===== config.mk =====
export PLATFORM = sky130hd
export DESIGN_NAME = radio_tx_handoff_sequencer_core
export DESIGN_NICKNAME = d
export VERILOG_FILES = /design/src/sv/rtxhs_pkg.sv /design/src/sv/radio_tx_handoff_sequencer_core.sv /design/src/sv/rtxhs_front.sv /design/src/sv/rtxhs_queue.sv /design/src/sv/rtxhs_back.sv
export SDC_FILE = /design/constraint.sdc
export NUM_CORES = 1
export LEC_CHECK = 0
export BUFFER_PORTS_ARGS = -buffer_cell sky130_fd_sc_hd__buf_2
export CAP_MARGIN = 10
export CELL_PAD_IN_SITES_DETAIL_PLACEMENT = 0
export CELL_PAD_IN_SITES_GLOBAL_PLACEMENT = 1
export CORE_ASPECT_RATIO = 1.25
export CORE_MARGIN = 2
export CORE_UTILIZATION = 30
export DETAILED_ROUTE_END_ITERATION = 7
export HOLD_SLACK_MARGIN = 0.15
export PLACE_DENSITY_LB_ADDON = 0.2
export SLEW_MARGIN = 30
export SYNTH_ARGS = -nofsm -noshare
export SYNTH_HDL_FRONTEND = slang
export SYNTH_SLANG_ARGS = --single-unit

===== constraint.sdc =====
create_clock -name clk -period 9.5 [get_ports clk]
set_input_delay 1.425 -clock clk [delete_from_list [all_inputs] [get_ports clk]]
set_output_delay 1.425 -clock clk [all_outputs]
set_load 0.03 [all_outputs]

===== src/sv/rtxhs_pkg.sv =====
// ----------------------------------------------------------------------------
// rtxhs_pkg: transmit handoff sequencer types and codes
// Command, operation, phase, action and result codes shared by the front
// end, the operation queue and the back end.
// ----------------------------------------------------------------------------
package rtxhs_pkg;

	localparam int unsigned CMD_W      = 3;
	localparam int unsigned LEN_W      = 8;
	localparam int unsigned PLEN_W     = 6;
	localparam int unsigned CFG_IDX_W  = 2;
	localparam int unsigned CFG_DATA_W = 16;
	localparam int unsigned QDEPTH     = 2;
	localparam int unsigned QPTR_W     = $clog2(QDEPTH);
	localparam int unsigned QCNT_W     = $clog2(QDEPTH + 1);

	localparam logic [CFG_DATA_W-1:0] SETTLE_RST  = 16'd250;
	localparam logic [CFG_DATA_W-1:0] TIMEOUT_RST = 16'd20000;

	typedef enum logic [CFG_IDX_W-1:0] {
		REG_SETTLE  = 2'd0,
		REG_TIMEOUT = 2'd1,
		REG_READY   = 2'd2
	} reg_idx_t;

	typedef enum logic [CMD_W-1:0] {
		CMD_TICK   = 3'd0,
		CMD_START  = 3'd1,
		CMD_STATUS = 3'd2,
		CMD_LOAD   = 3'd3,
		CMD_TAKE   = 3'd4
	} cmd_t;

	typedef enum logic [3:0] {
		OP_NOP,
		OP_TICK,
		OP_START_OK,
		OP_START_BAD,
		OP_SENT,
		OP_RETRY,
		OP_LOAD_OK,
		OP_LOAD_FAIL,
		OP_TAKE
	} op_t;

	typedef enum logic [2:0] {
		PH_IDLE      = 3'd0,
		PH_TX_SETTLE = 3'd1,
		PH_LOAD      = 3'd2,
		PH_TX_WAIT   = 3'd3,
		PH_RX_SETTLE = 3'd4
	} phase_t;

	typedef enum logic [3:0] {
		ACT_NONE        = 4'd0,
		ACT_REJ_INVALID = 4'd1,
		ACT_REJ_BUSY    = 4'd2,
		ACT_ENTER_TX    = 4'd3,
		ACT_LOAD_PULSE  = 4'd4,
		ACT_SUCCESS_RX  = 4'd5,
		ACT_RETRY_RX    = 4'd6,
		ACT_TIMEOUT_RX  = 4'd7,
		ACT_LDFAIL_RX   = 4'd8,
		ACT_RX_ENABLE   = 4'd9
	} action_t;

	typedef enum logic [1:0] {
		RES_NONE = 2'd0,
		RES_OK   = 2'd1,
		RES_FAIL = 2'd2
	} res_t;

	typedef struct packed {
		op_t               op;
		logic [PLEN_W-1:0] len;
	} q_item_t;

	typedef struct packed {
		logic [CFG_DATA_W-1:0] settle;
		logic [CFG_DATA_W-1:0] timeout;
	} cfg_t;

endpackage


===== src/sv/radio_tx_handoff_sequencer_core.sv =====
// ----------------------------------------------------------------------------
// radio_tx_handoff_sequencer_core: transmit handoff sequencer
// Sequences a half-duplex radio from receive standby through transmit and
// back, driven by tick, start, status, load-outcome and take words.
//
// Input channel: in_valid/in_stall with cmd, length, sent_flag,
//   retry_limit_flag and load_ok. Every accepted word yields exactly one
//   result word on the output channel out_valid/out_stall with action,
//   busy_res, phase, taken_result and payload_length.
// Configuration: cfg_valid/cfg_ready write channel, cfg_index 0 settle
//   ticks, 1 timeout ticks, 2 radio ready. cfg_ready is always high; write
//   only while no word is in flight.
// Path: an accepted word is written into the queue, then moved into the
//   result register when the output is free.
// Throughput: one word per cycle while the output is not stalled; the
//   classifier feeds a two-entry queue and the back end retires one queued
//   operation per cycle into the result register.
// Stall: a stalled result holds; the queue absorbs two more words, then
//   in_stall rises until the result is taken.
// Reset: phase idle, timers and results cleared, configuration at its
//   reset values, queue and result register empty.
// ----------------------------------------------------------------------------
module radio_tx_handoff_sequencer_core #(
	parameter int unsigned MAX_PAYLOAD = 32,
	parameter int unsigned TIMER_BITS  = 16
) (
	input  logic                             clk,
	input  logic                             arst_n,
	input  logic                             cfg_valid,
	output logic                             cfg_ready,
	input  logic [rtxhs_pkg::CFG_IDX_W-1:0]  cfg_index,
	input  logic [rtxhs_pkg::CFG_DATA_W-1:0] cfg_data,
	input  logic                             in_valid,
	output logic                             in_stall,
	input  logic [rtxhs_pkg::CMD_W-1:0]      cmd,
	input  logic [rtxhs_pkg::LEN_W-1:0]      length,
	input  logic                             sent_flag,
	input  logic                             retry_limit_flag,
	input  logic                             load_ok,
	output logic                             out_valid,
	input  logic                             out_stall,
	output logic [3:0]                       action,
	output logic                             busy_res,
	output logic [2:0]                       phase,
	output logic [1:0]                       taken_result,
	output logic [rtxhs_pkg::PLEN_W-1:0]     payload_length
);
	import rtxhs_pkg::*;

	q_item_t fr_item;
	q_item_t head_item;
	cfg_t    cfg;
	logic    q_full;
	logic    head_valid;
	logic    pop;

	rtxhs_front #(
		.MAX_PAYLOAD(MAX_PAYLOAD)
	) u_front (
		.clk              (clk),
		.arst_n           (arst_n),
		.cfg_valid        (cfg_valid),
		.cfg_ready        (cfg_ready),
		.cfg_index        (cfg_index),
		.cfg_data         (cfg_data),
		.cmd              (cmd),
		.length           (length),
		.sent_flag        (sent_flag),
		.retry_limit_flag (retry_limit_flag),
		.load_ok          (load_ok),
		.item             (fr_item),
		.cfg              (cfg)
	);

	assign in_stall = q_full;

	rtxhs_queue u_queue (
		.clk        (clk),
		.arst_n     (arst_n),
		.push       (in_valid && !in_stall),
		.push_item  (fr_item),
		.full       (q_full),
		.pop        (pop),
		.head_valid (head_valid),
		.head_item  (head_item)
	);

	rtxhs_back #(
		.TIMER_BITS(TIMER_BITS)
	) u_back (
		.clk            (clk),
		.arst_n         (arst_n),
		.head_valid     (head_valid),
		.head_item      (head_item),
		.pop            (pop),
		.cfg            (cfg),
		.out_valid      (out_valid),
		.out_stall      (out_stall),
		.action         (action),
		.busy_res       (busy_res),
		.phase          (phase),
		.taken_result   (taken_result),
		.payload_length (payload_length)
	);

	a_plen_only_on_load: assert property (@(posedge clk) disable iff (!arst_n)
		out_valid && (action != ACT_LOAD_PULSE) |-> (payload_length == '0))
		else $error("payload length outside load action");

	a_load_phase: assert property (@(posedge clk) disable iff (!arst_n)
		out_valid && (action == ACT_LOAD_PULSE) |-> (phase == PH_LOAD))
		else $error("load action without load phase");

	a_take_no_action: assert property (@(posedge clk) disable iff (!arst_n)
		out_valid && (taken_result != RES_NONE) |-> (action == ACT_NONE))
		else $error("taken result alongside an action");

	a_rx_enable_idle: assert property (@(posedge clk) disable iff (!arst_n)
		out_valid && (action == ACT_RX_ENABLE) |-> !busy_res)
		else $error("rx enable without returning to idle");

	a_stall_when_backed: assert property (@(posedge clk) disable iff (!arst_n)
		in_stall |-> head_valid && out_valid)
		else $error("input stalled with no result waiting");

endmodule


===== src/sv/rtxhs_front.sv =====
// ----------------------------------------------------------------------------
// rtxhs_front: configuration registers and command classification
// Holds the configuration registers, checks start requests and turns each
// accepted word into a queue operation.
// ----------------------------------------------------------------------------
module rtxhs_front #(
	parameter int unsigned MAX_PAYLOAD = 32
) (
	input  logic                                clk,
	input  logic                                arst_n,
	input  logic                                cfg_valid,
	output logic                                cfg_ready,
	input  logic [rtxhs_pkg::CFG_IDX_W-1:0]     cfg_index,
	input  logic [rtxhs_pkg::CFG_DATA_W-1:0]    cfg_data,
	input  logic [rtxhs_pkg::CMD_W-1:0]         cmd,
	input  logic [rtxhs_pkg::LEN_W-1:0]         length,
	input  logic                                sent_flag,
	input  logic                                retry_limit_flag,
	input  logic                                load_ok,
	output rtxhs_pkg::q_item_t                  item,
	output rtxhs_pkg::cfg_t                     cfg
);
	import rtxhs_pkg::*;

	logic [CFG_DATA_W-1:0] settle_q;
	logic [CFG_DATA_W-1:0] timeout_q;
	logic                  ready_q;
	logic                  len_bad;

	assign cfg_ready = 1'b1;

	always_ff @(posedge clk or negedge arst_n) begin
		if (!arst_n) begin
			settle_q  <= SETTLE_RST;
			timeout_q <= TIMEOUT_RST;
			ready_q   <= 1'b0;
		end else if (cfg_valid && cfg_ready) begin
			unique case (cfg_index)
				REG_SETTLE:  settle_q  <= cfg_data;
				REG_TIMEOUT: timeout_q <= cfg_data;
				REG_READY:   ready_q   <= cfg_data[0];
				default: ;
			endcase
		end
	end

	assign cfg.settle  = settle_q;
	assign cfg.timeout = timeout_q;

	assign len_bad = (length == '0) || (length > LEN_W'(MAX_PAYLOAD));

	always_comb begin
		item.len = length[PLEN_W-1:0];
		unique case (cmd)
			CMD_TICK:   item.op = OP_TICK;
			CMD_START:  item.op = (len_bad || !ready_q) ? OP_START_BAD : OP_START_OK;
			CMD_STATUS: begin
				priority if (sent_flag)        item.op = OP_SENT;
				else if (retry_limit_flag)     item.op = OP_RETRY;
				else                           item.op = OP_NOP;
			end
			CMD_LOAD:   item.op = load_ok ? OP_LOAD_OK : OP_LOAD_FAIL;
			CMD_TAKE:   item.op = OP_TAKE;
			default:    item.op = OP_NOP;
		endcase
	end

endmodule


===== src/sv/rtxhs_queue.sv =====
// ----------------------------------------------------------------------------
// rtxhs_queue: operation queue
// Short first-in first-out queue of classified operations between the
// front end and the back end.
// ----------------------------------------------------------------------------
module rtxhs_queue (
	input  logic               clk,
	input  logic               arst_n,
	input  logic               push,
	input  rtxhs_pkg::q_item_t push_item,
	output logic               full,
	input  logic               pop,
	output logic               head_valid,
	output rtxhs_pkg::q_item_t head_item
);
	import rtxhs_pkg::*;

	q_item_t             mem_q [QDEPTH];
	logic [QPTR_W-1:0]   wr_ptr_q;
	logic [QPTR_W-1:0]   rd_ptr_q;
	logic [QCNT_W-1:0]   count_q;

	assign full       = (count_q == QCNT_W'(QDEPTH));
	assign head_valid = (count_q != '0);
	assign head_item  = mem_q[rd_ptr_q];

	always_ff @(posedge clk) begin
		if (push) begin
			mem_q[wr_ptr_q] <= push_item;
		end
	end

	always_ff @(posedge clk or negedge arst_n) begin
		if (!arst_n) begin
			wr_ptr_q <= '0;
			rd_ptr_q <= '0;
			count_q  <= '0;
		end else begin
			if (push) begin
				wr_ptr_q <= (wr_ptr_q == QPTR_W'(QDEPTH - 1)) ? '0 : wr_ptr_q + 1'b1;
			end
			if (pop) begin
				rd_ptr_q <= (rd_ptr_q == QPTR_W'(QDEPTH - 1)) ? '0 : rd_ptr_q + 1'b1;
			end
			unique case ({push, pop})
				2'b10:   count_q <= count_q + 1'b1;
				2'b01:   count_q <= count_q - 1'b1;
				default: count_q <= count_q;
			endcase
		end
	end

endmodule


===== src/sv/rtxhs_back.sv =====
// ----------------------------------------------------------------------------
// rtxhs_back: sequencer state and result register
// Carries out queued operations against the phase, timer and result state
// and holds each result word until the receiver takes it.
// ----------------------------------------------------------------------------
module rtxhs_back #(
	parameter int unsigned TIMER_BITS = 16
) (
	input  logic                             clk,
	input  logic                             arst_n,
	input  logic                             head_valid,
	input  rtxhs_pkg::q_item_t               head_item,
	output logic                             pop,
	input  rtxhs_pkg::cfg_t                  cfg,
	output logic                             out_valid,
	input  logic                             out_stall,
	output logic [3:0]                       action,
	output logic                             busy_res,
	output logic [2:0]                       phase,
	output logic [1:0]                       taken_result,
	output logic [rtxhs_pkg::PLEN_W-1:0]     payload_length
);
	import rtxhs_pkg::*;

	localparam int unsigned CW = (TIMER_BITS > CFG_DATA_W) ? TIMER_BITS : CFG_DATA_W;

	phase_t                phase_q,    phase_n;
	logic [TIMER_BITS-1:0] elapsed_q,  elapsed_n;
	res_t                  pending_q,  pending_n;
	res_t                  finished_q, finished_n;
	logic [PLEN_W-1:0]     len_q,      len_n;

	action_t               act_n;
	res_t                  taken_n;
	logic [PLEN_W-1:0]     plen_n;

	logic                  out_valid_q;
	action_t               action_q;
	phase_t                phase_out_q;
	res_t                  taken_q;
	logic [PLEN_W-1:0]     plen_q;

	logic [TIMER_BITS-1:0] el_inc;
	logic                  settle_done;
	logic                  timeout_done;

	assign pop = head_valid && (!out_valid_q || !out_stall);

	assign el_inc       = (elapsed_q == '1) ? elapsed_q : elapsed_q + 1'b1;
	assign settle_done  = CW'(el_inc) >= CW'(cfg.settle);
	assign timeout_done = CW'(el_inc) >= CW'(cfg.timeout);

	always_comb begin
		phase_n    = phase_q;
		elapsed_n  = elapsed_q;
		pending_n  = pending_q;
		finished_n = finished_q;
		len_n      = len_q;
		act_n      = ACT_NONE;
		taken_n    = RES_NONE;
		plen_n     = '0;
		unique case (head_item.op)
			OP_TICK: begin
				unique case (phase_q)
					PH_TX_SETTLE: begin
						elapsed_n = el_inc;
						if (settle_done) begin
							act_n   = ACT_LOAD_PULSE;
							plen_n  = len_q;
							phase_n = PH_LOAD;
						end
					end
					PH_TX_WAIT: begin
						elapsed_n = el_inc;
						if (timeout_done) begin
							act_n     = ACT_TIMEOUT_RX;
							pending_n = RES_FAIL;
							phase_n   = PH_RX_SETTLE;
							elapsed_n = '0;
						end
					end
					PH_RX_SETTLE: begin
						elapsed_n = el_inc;
						if (settle_done) begin
							act_n      = ACT_RX_ENABLE;
							finished_n = pending_q;
							pending_n  = RES_NONE;
							phase_n    = PH_IDLE;
						end
					end
					default: ;
				endcase
			end
			OP_START_BAD: act_n = ACT_REJ_INVALID;
			OP_START_OK: begin
				if (phase_q != PH_IDLE) begin
					act_n = ACT_REJ_BUSY;
				end else begin
					len_n      = head_item.len;
					pending_n  = RES_NONE;
					finished_n = RES_NONE;
					phase_n    = PH_TX_SETTLE;
					elapsed_n  = '0;
					act_n      = ACT_ENTER_TX;
				end
			end
			OP_SENT, OP_RETRY: begin
				if (phase_q == PH_TX_WAIT) begin
					act_n     = (head_item.op == OP_SENT) ? ACT_SUCCESS_RX : ACT_RETRY_RX;
					pending_n = (head_item.op == OP_SENT) ? RES_OK : RES_FAIL;
					phase_n   = PH_RX_SETTLE;
					elapsed_n = '0;
				end
			end
			OP_LOAD_OK: begin
				if (phase_q == PH_LOAD) begin
					phase_n   = PH_TX_WAIT;
					elapsed_n = '0;
				end
			end
			OP_LOAD_FAIL: begin
				if (phase_q == PH_LOAD) begin
					act_n     = ACT_LDFAIL_RX;
					pending_n = RES_FAIL;
					phase_n   = PH_RX_SETTLE;
					elapsed_n = '0;
				end
			end
			OP_TAKE: begin
				taken_n    = finished_q;
				finished_n = RES_NONE;
			end
			default: ;
		endcase
	end

	always_ff @(posedge clk or negedge arst_n) begin
		if (!arst_n) begin
			phase_q     <= PH_IDLE;
			elapsed_q   <= '0;
			pending_q   <= RES_NONE;
			finished_q  <= RES_NONE;
			len_q       <= '0;
			out_valid_q <= 1'b0;
		end else begin
			if (pop) begin
				phase_q    <= phase_n;
				elapsed_q  <= elapsed_n;
				pending_q  <= pending_n;
				finished_q <= finished_n;
				len_q      <= len_n;
			end
			if (pop) begin
				out_valid_q <= 1'b1;
			end else if (!out_stall) begin
				out_valid_q <= 1'b0;
			end
		end
	end

	always_ff @(posedge clk) begin
		if (pop) begin
			action_q    <= act_n;
			phase_out_q <= phase_n;
			taken_q     <= taken_n;
			plen_q      <= plen_n;
		end
	end

	assign out_valid      = out_valid_q;
	assign action         = action_q;
	assign phase          = phase_out_q;
	assign busy_res       = (phase_out_q != PH_IDLE);
	assign taken_result   = taken_q;
	assign payload_length = plen_q;

endmodule

==> metrics.yaml, run 1 <==
routabilityCongestion: 0.869
fin_crit_ps: 4560
internal_power_mw: 1.06
start_util: 0.306
cp.arrival_ps: 4790
dpl_cell_area_um2: 6510
cts_resized: 0
antenna_found_initial: 0
cellLeakagePower_nw: 2.86
grt_start_max_net_pins: 68
endpoint_kind: "register"
drv_cap: 0
avgViaCountPerCell: 5.01
num_vias: 4556
fmaxAchievable_ghz: 0.220
drv_slew: 0
grt_pass1_wl_mm: 24.6
rsz0062_at_grt: "false"
synth_nets: 659
slowest_delay_ps: 630
cts_setup_buffers: 0
skew_ps: 8.96
hp-class: "register to register"
cp_data_required_time_ps: 9730
post_drt_wl_per_cell_um: 16.5
nets: 710
layout-drive-gt1-share: 0.200
die_w_um: 130
synthCells: 588
numCtsBuffers: 9
drt_iter0_markers: 263
final_cells: 909
path_class: "register to register"
outcome: "complete, no violations"
synth_edf_count: 35
clk_latency_ps: 360
p_sw_mw: 0.761
wl_mm: 15.0
seqPwrFrac: 0.387
fin_setup_tns_ps: 0
n_antenna_cell: 0
syn_area_per_cell_um2: 10.1
share_comb_of_total_power: 0.401
ys_types: 76
crit_chain: "nand4_1 > or3_1 > o21ai_1 > nor2_1 > xnor2_1 > ha_1 > o2111ai_1 > or3_1 > a221oi_1 > o31ai_1 > nor2_1 > and2_1"
num_rows: 57
syn_to_final_growth_pct: 14.6
ys_seq_elements: 102
whs_ps: 497
clockBufferDepth: 2
grt_use_total: 0.153
clkTransAtPathRegs_ps: 80
peakVddDrop_uv: 99.9
async_flop_share: 0.657
final_cell_mix: "dfrtp_1, buf_2, inv_1"
synth_area_um2: 5960
globalRouteOverflowTotal: 0
io_buffers: 54
critPathLaunchType: "register"
dpl.cell_count: 893
root_buffer: "clkbuf_16"
die_area_um2: 21000
crit_slowest_cell: "o21ai_1"
cts_hold_buf: 0
coreArea_um2: 19500
synth-seq-area-share: 0.460
cp_max_fo: 11
tightest_slew_ps: 922
h-tree-depth: 3
cts_tree: "done"
power.total_mw: 1.82
cellPowerDensity_nw_per_um2: 266
pin_count: 56
drc: 0
grt_pass1_vias: 4515
layout_commonest_cell: "dfrtp_1"
hold_viol_final: 0
fin_area_um2: 6830
synth_ff_type: "dfrtp_1"
post-route-period-util: 0.479
die_y_um: 162
cts.sinks: 102
clkPwrFrac: 0.212
slew-limit-headroom: 0.384
setup_viol: 0
drtAntennaViolNets: 0
drt_pre_antenna_iters: 5
switching_share: 0.419
dp_hpwl_mm: 11.4
ys_warn_count: 0
[per-stage QoR]
step           utilization  setup slack, ps
2_1_floorplan            -             5860
3_3_place_gp         0.334             5130
3_5_place_dp         0.334             4980
4_1_cts              0.351             4950
5_1_grt              0.351             4580
6_report             0.351             4940
[flip-flops by register name (all words and copies together) (netlist names)]
name,cells
u_back.elapsed_q,16
u_back.payload_length,6
u_back.pending_q,2
u_front.ready_q,1
u_back.phase_q,3
u_back.finished_q,2
u_back.len_q,6
u_back.out_valid,1
u_queue.mem_q,20
u_queue.wr_ptr_q,1
u_queue.rd_ptr_q,1
u_back.phase,3
u_front.timeout_q,16
u_back.action,4
u_back.taken_result,2
u_front.settle_q,16
u_queue.count_q,2
[critical path, delay by kind of cell, from the launching register on]
| kind | cells | cell delay, ps |
|---|---|---|
| flops | 1 | 460 |
| compound gates | 4 | 1560 |
| fa+ha+maj | 1 | 230 |
| simple gates | 6 | 1810 |
| xor+xnor | 1 | 380 |
[final cells by class]
type,instances,area [µm²]
clock buffer,9,225
clock inverter,7,92.6
sequential,102,2740
inverter,51,191
timing repair buffer,60,319
multi-input combinational,415,2930
tap,265,332
fill,1985,12600
[synthesized netlist by cell type (7+ instances only)]
master    number  area, µm²
a21o_1         8       60.1
or3_1          8       50.1
nand2_1       42        158
inv_1         51        191
o32ai_1        7       61.3
nand3_1       15       75.1
xnor2_1       11       96.3
edfxtp_1      35       1050
dfrtp_1       56       1400
clkbuf_1      11       41.3
ha_1          34        425
o31ai_1        7       52.6
nor2_1        42        158
nand4_1        8       50.1
mux2i_1        9       90.1
and2_1         7       43.8
mux2_2        22        248
nor3_1        21        105
a21oi_1       28        140
dfstp_2       11        289
o21ai_0       40        200
[cells by family after synthesis]
kind of cell / synth area share
buffers and inverters: 0.0495
AOI/OAI and AO/OA: 0.169
other: 0.000629
adders and majority gates: 0.0713
and+or+nand+nor: 0.171
DFF: 0.460
muxes: 0.0567
xor gates and xnor gates: 0.0220
[final timing paths]
| path | depth (start not counted) | end | slack [ps] | start |
|---|---|---|---|---|
| worst min-delay path | 2 | u_back.out_valid | 500 | u_back.out_valid |
| min in group asynchronous | 2 | u_back.len_q[0] | 1130 | arst_n |
| worst min register to register | 2 | u_back.out_valid | 500 | u_back.out_valid |
| worst max register to register | 12 | u_back.payload_length[3] | 4940 | u_back.elapsed_q[3] |
| worst max-delay path | 12 | u_back.payload_length[3] | 4940 | u_back.elapsed_q[3] |
| max in group asynchronous | 2 | u_back.phase_q[0] | 7890 | arst_n |
[power groups by stage]
stage	clock (mW)	combinational (mW)	sequential, mW
2_1_floorplan	0	0.521	0.710
4_1_cts	0.399	0.741	0.704
5_1_grt	0.414	0.816	0.725
6_report	0.385	0.728	0.704
3_3_place_gp	0	0.734	0.710
3_5_place_dp	0	0.736	0.713
[layer usage]
metal,global-route usage,wire length [µm],vias up,part of all wire
met5,0,0,-,0
met4,0.0699,449,0,0.030
met3,0.0222,441,24,0.029
met2,0.270,7890,81,0.53
met1,0.180,6220,2186,0.41
li1,-,-,2265,-
Power figures use the tool's default switching activity.
==> inputs of run 2 (changes only) <==
==> constraint.sdc (replaced) <==
create_clock -name clk -period 3.69 [get_ports clk]
set_input_delay 0.5535 -clock clk [delete_from_list [all_inputs] [get_ports clk]]
set_output_delay 0.5535 -clock clk [all_outputs]
set_load 0.03 [all_outputs]
==> metrics.yaml, run 2 (same netlist as run 1, synthesis figures left out) <==
outcome: "complete, no violations"
reg2reg_depth: 13  # +1
dp_hpwl_mm: 12.2  # +7.4%
setup_viol: 0  # unchanged
setup_slack_ps: 149  # -4800 ps
slew-limit-headroom: 0.370  # -0.0141
grt_pass1_vias: 4950  # +9.6%
io_buffers: 54  # unchanged
coreArea_um2: 19500  # unchanged
cts_tree: "done"
post-route-period-util: 0.960  # +0.480
whs_ps: 149  # -348 ps
dpl_cell_area_um2: 6800  # +4.5%
globalRouteOverflowTotal: 0  # unchanged
final_cell_mix: "dfrtp_1, buf_2, inv_1"
cts_hold_buf: 0  # unchanged
die_y_um: 162  # unchanged
layout-drive-gt1-share: 0.274  # +0.0737
fin_area_um2: 7290  # +6.6%
grt_start_max_net_pins: 36  # -47%
largest_reg_flops: 20  # unchanged
start_util: 0.306  # unchanged
root_buffer: "clkbuf_16"
skew_ps: 10.1  # +1.19 ps
syn_to_final_growth_pct: 22.2
power.total_mw: 4.90  # +170%
layout_commonest_cell: "dfrtp_1"
tightest_slew_ps: 943  # +21.1 ps
clockBufferDepth: 2  # unchanged
hold_viol_final: 0  # unchanged
die_w_um: 130  # unchanged
met2_usage: 0.282  # +0.0121
drt_iter0_markers: 276  # +4.9%
drv_cap: 0  # unchanged
drtAntennaViolNets: 0  # unchanged
drc: 0  # unchanged
hp-class: "primary input to async pin"
die_area_um2: 21000  # unchanged
gr-usage-met3: 0.0232  # +0.000994
numCtsBuffers: 9  # unchanged
routabilityCongestion: 0.854  # -1.8%
met1_usage: 0.183  # +0.00291
peakVddDrop_uv: 298  # +200%
clk_latency_ps: 360  # about the same
rrSetupSlack_ps: 150  # -4800 ps
h-tree-depth: 3  # unchanged
top_register: "u_queue.mem_q"
cp_max_fo: 4  # -7
post_drt_wl_per_cell_um: 16.7  # +0.98%
cp.arrival_ps: 3630  # -1160 ps
r2r-start: "u_back.elapsed_q[6]"
avgViaCountPerCell: 5.02  # +0.20%
pin_count: 56  # unchanged
busiest_layer: "met2"
fin_crit_ps: 3540  # -1010 ps
clkTransAtPathRegs_ps: 80  # about the same
drv_slew: 0  # unchanged
cp_data_required_time_ps: 3780  # -5950 ps
grt_pass1_wl_mm: 25.6  # +4.2%
grt_use_total: 0.159  # +0.00621
critPathLaunchType: "register"
num_vias: 4776  # +4.8%
fmaxAchievable_ghz: 0.282  # +29%
place_worst_setup_slack_ps: -92.2  # -5070 ps
antenna_found_initial: 0  # unchanged
cellPowerDensity_nw_per_um2: 672  # +150%
cts.sinks: 102  # unchanged
num_rows: 57  # unchanged
wl_mm: 15.8  # +5.6%
n_antenna_cell: 0  # unchanged
cellLeakagePower_nw: 3.08  # +7.9%
rr_endpoint: "u_back.phase[0]"
drt_pre_antenna_iters: 4  # -1
n_fill_cell: 1994  # +0.45%
path_class: "register to register"
nets: 752  # +5.9%
endpoint_kind: "register"
## run 2: worst max-delay path, cell delays in order, from the launching register on
cell	delay (ps)
dfrtp_1	360
nand4_1	140
or3_4	450
nor4_4	250
mux2_2	410
ha_1	300
nand4_1	130
or3_1	400
a221oi_2	230
buf_4	180
o31ai_2	80
buf_4	170
nand2_1	70
o21ai_0	90
## run 2: power by group
group / internal [mW] / leakage [nW] / switching, mW
sequential: 1.53 / 1.13 / 0.232
clock: 0.488 / 0.147 / 0.505
combinational: 0.844 / 1.81 / 1.30
## run 2: repair_timing
action,4_1_cts,5_1_grt
pin swaps,0,6
cloned,0,0
setup endpoints to repair,16,34
gates resized for setup,7,24
buffers inserted,0,3
## run 2: layout make-up
| cell class | count | area (µm²) | area share |
|---|---|---|---|
| clock inverters | 7 | 85.1 | 0.0117 |
| flip-flops and latches | 102 | 2740 | 0.376 |
| inverters | 51 | 191 | 0.0263 |
| clock buffers | 9 | 225 | 0.0309 |
| well taps | 265 | 332 | 0.0455 |
| repair buffers | 102 | 644 | 0.0884 |
| multi-input cells | 415 | 3070 | 0.421 |
## run 2: through the flow
stage                     utilization  TNS (ps)  instances
final                           0.374         0        951
after global routing            0.374     -10.9        951
after CTS                       0.367         0        948
after detailed placement        0.349      -683        932
after global placement          0.349      -253        932
after floorplan                     -         0        588
## run 2: per-layer routing
layer / up-vias / wire, µm
li1: 2341 / -
met1: 2303 / 6390
met2: 93 / 8330
met3: 39 / 446
met4: 0 / 682
met5: - / 0
## run 2: worst max-delay path by stage
stage,from,end,depth (start not counted)
after detailed placement,u_back.elapsed_q[6],u_back.payload_length[4],15
after CTS,u_back.elapsed_q[6],u_back.phase[2],12
after global routing,u_back.elapsed_q[8],u_back.phase[0],16
after global placement,u_back.elapsed_q[0],u_back.phase[2],14
after floorplan,u_back.elapsed_q[3],u_back.elapsed_q[10],14
final,u_back.elapsed_q[6],u_back.phase[0],13
==> inputs of run 3 (changes only) <==
--- a/config.mk
+++ b/config.mk
@@ -5,7 +5,7 @@
 export SDC_FILE = /design/constraint.sdc
 export NUM_CORES = 1
 export LEC_CHECK = 0
-export BUFFER_PORTS_ARGS = -buffer_cell sky130_fd_sc_hd__buf_2
+export BUFFER_PORTS_ARGS = -buffer_cell sky130_fd_sc_hd__buf_4
 export CAP_MARGIN = 10
 export CELL_PAD_IN_SITES_DETAIL_PLACEMENT = 0
 export CELL_PAD_IN_SITES_GLOBAL_PLACEMENT = 1
@@ -15,7 +15,8 @@
 export DETAILED_ROUTE_END_ITERATION = 7
 export HOLD_SLACK_MARGIN = 0.15
 export PLACE_DENSITY_LB_ADDON = 0.2
-export SLEW_MARGIN = 30
+export SLEW_MARGIN = 10
 export SYNTH_ARGS = -nofsm -noshare
 export SYNTH_HDL_FRONTEND = slang
 export SYNTH_SLANG_ARGS = --single-unit
+export TNS_END_PERCENT = 5
==> metrics.yaml, run 3 (same netlist as run 1, synthesis figures left out) <==
clk_latency_ps: 370  # about the same
crit_chain: "nand4_1 > or3_4 > nor4_2 > mux2_4 > ha_1 > nand4_1 > or3_1 > a221oi_2 > buf_4 > o31ai_1 > buf_4 > nand2_1 > o21ai_0"
num_rows: 57  # unchanged
syn_to_final_growth_pct: 23.5
antenna_found_initial: 0  # unchanged
drc: 0  # unchanged
routabilityCongestion: 0.898  # +5.2%
cellLeakagePower_nw: 3.11  # +0.76%
critical-path-top-delay-family: "simple AND/OR/NAND/NOR gates"
fin_crit_ps: 3510  # -33.3 ps
setup_slack_ps: 182  # +33.3 ps
cp.arrival_ps: 3610  # -20 ps
hold_viol_final: 0  # unchanged
root_buffer: "clkbuf_16"
outcome: "complete, no violations"
path_class: "register to register"
numCtsBuffers: 9  # unchanged
n_fill_cell: 1957  # -1.9%
die_w_um: 130  # unchanged
drv_slew: 0  # unchanged
r2r-start: "u_back.elapsed_q[6]"
hp-class: "primary input to async pin"
drt_iter0_markers: 277  # +0.36%
cts_hold_buf: 0  # unchanged
cp_data_required_time_ps: 3790  # about the same
dp_hpwl_mm: 11.9  # -2.5%
coreArea_um2: 19500  # unchanged
crit_start: "u_back.elapsed_q[6]"
utilization: 0.378  # +0.00392
setup_viol: 0  # unchanged
endpoint_kind: "register"
cellPowerDensity_nw_per_um2: 675  # +0.45%
slowest_delay_ps: 440  # about the same
layout-drive-gt1-share: 0.262  # -0.0116
post_drt_wl_per_cell_um: 16.7  # +0.38%
multi_input_area_um2: 3010  # -1.8%
peakVddDrop_uv: 260  # -13%
fmaxAchievable_ghz: 0.285  # +0.95%
cts.sinks: 102  # unchanged
reg2reg_depth: 13  # unchanged
rr_endpoint: "u_back.phase[0]"
cts_tree: "done"
register_area_um2: 2740  # unchanged
path_buf_inv: 2  # unchanged
avgViaCountPerCell: 5.00  # -0.42%
crit_slowest_cell: "or3_4"
pin_count: 56  # unchanged
die_area_um2: 21000  # unchanged
post-route-period-util: 0.951  # -0.00903
n_antenna_cell: 0  # unchanged
skew_ps: 11.8  # +1.66 ps
clkTransAtPathRegs_ps: 90  # about the same
top_register: "u_queue.mem_q"
wl_mm: 15.8  # about the same
drtAntennaViolNets: 0  # unchanged
place_worst_setup_slack_ps: -96.7  # -4.50 ps
fin_setup_tns_ps: 0  # unchanged
drv_cap: 0  # unchanged
grt_start_max_net_pins: 68  # +89%
io_buffers: 54  # unchanged
h-tree-depth: 3  # unchanged
globalRouteOverflowTotal: 0  # unchanged
drt_pre_antenna_iters: 4  # unchanged
tightest_slew_ps: 929  # -14.2 ps
nets: 748  # -0.53%
critPathLaunchType: "register"
rrSetupSlack_ps: 180  # +30 ps
final_cell_mix: "buf_4, dfrtp_1, inv_1"
clockBufferDepth: 2  # unchanged
largest_reg_flops: 20  # unchanged
grt_use_total: 0.158  # -0.000502
whs_ps: 287  # +138 ps
num_vias: 4736  # -0.84%
cp_max_fo: 4  # unchanged
layout_commonest_cell: "buf_4"
die_y_um: 162  # unchanged
grt_pass1_vias: 4698  # -5.1%
slew-limit-headroom: 0.379  # +0.00952
grt_pass1_wl_mm: 25.5  # -0.30%
start_util: 0.306  # unchanged
==> run 3: cell type report <==
cell class | count | area share
multi-input cells | 415 | 0.409
flip-flops and latches | 102 | 0.372
repair buffers | 98 | 0.103
well taps | 265 | 0.0450
clock buffers | 9 | 0.0306
inverters | 51 | 0.0260
clock inverters | 7 | 0.0138
==> run 3: power breakdown <==
| group | leakage (nW) | switching, mW | internal [mW] | total [mW] |
|---|---|---|---|---|
| Sequential | 1.13 | 0.258 | 1.53 | 1.79 |
| Clock | 0.156 | 0.524 | 0.495 | 1.02 |
| Combinational | 1.82 | 1.26 | 0.900 | 2.16 |
| Total | 3.11 | 2.05 | 2.92 | 4.97 |
==> run 3: worst register-to-register path, stage by stage (launching register included) <==
cell and delay [ps]:
dfrtp_1 370, nand4_1 150, or3_4 440, nor4_2 280, mux2_4 360, ha_1 300
nand4_1 140, or3_1 410, a221oi_2 210, buf_4 170, o31ai_1 90, buf_4 180
nand2_1 70, o21ai_0 80
==> run 3: through the flow <==
step	instances	area [µm²]	power, mW
finish	947	7360	4.97
global route	947	7360	5.35
CTS	944	7280	4.99
detailed placement	928	6930	3.94
global placement	928	6930	3.91
floorplan	588	5960	3.17
==> run 3: worst max-delay path by stage <==
stage | end | slack, ps | depth (start not counted)
detailed placement | u_back.payload_length[1] | -100 | 12
CTS | u_back.phase[0] | -40 | 10
global route | u_back.phase[0] | -20 | 16
finish | u_back.phase[0] | 180 | 13
global placement | u_back.phase[2] | -70 | 13
floorplan | u_back.elapsed_q[10] | 50 | 14
==> run 3: routing by layer <==
layer	vias up	GRT usage	share of wire
li1	2337	-	-
met1	2292	0.184	0.41
met2	87	0.288	0.53
met3	20	0.0222	0.029
met4	0	0.0635	0.024
met5	-	0	0
==> run 3: what timing repair did <==
| item | in CTS | in global routing |
|---|---|---|
| setup endpoints to repair | 14 | 33 |
| gates resized for setup | 4 | 13 |
| pin swaps | 0 | 5 |
| buffers inserted | 0 | 3 |
| hold endpoints to repair | 0 | 0 |
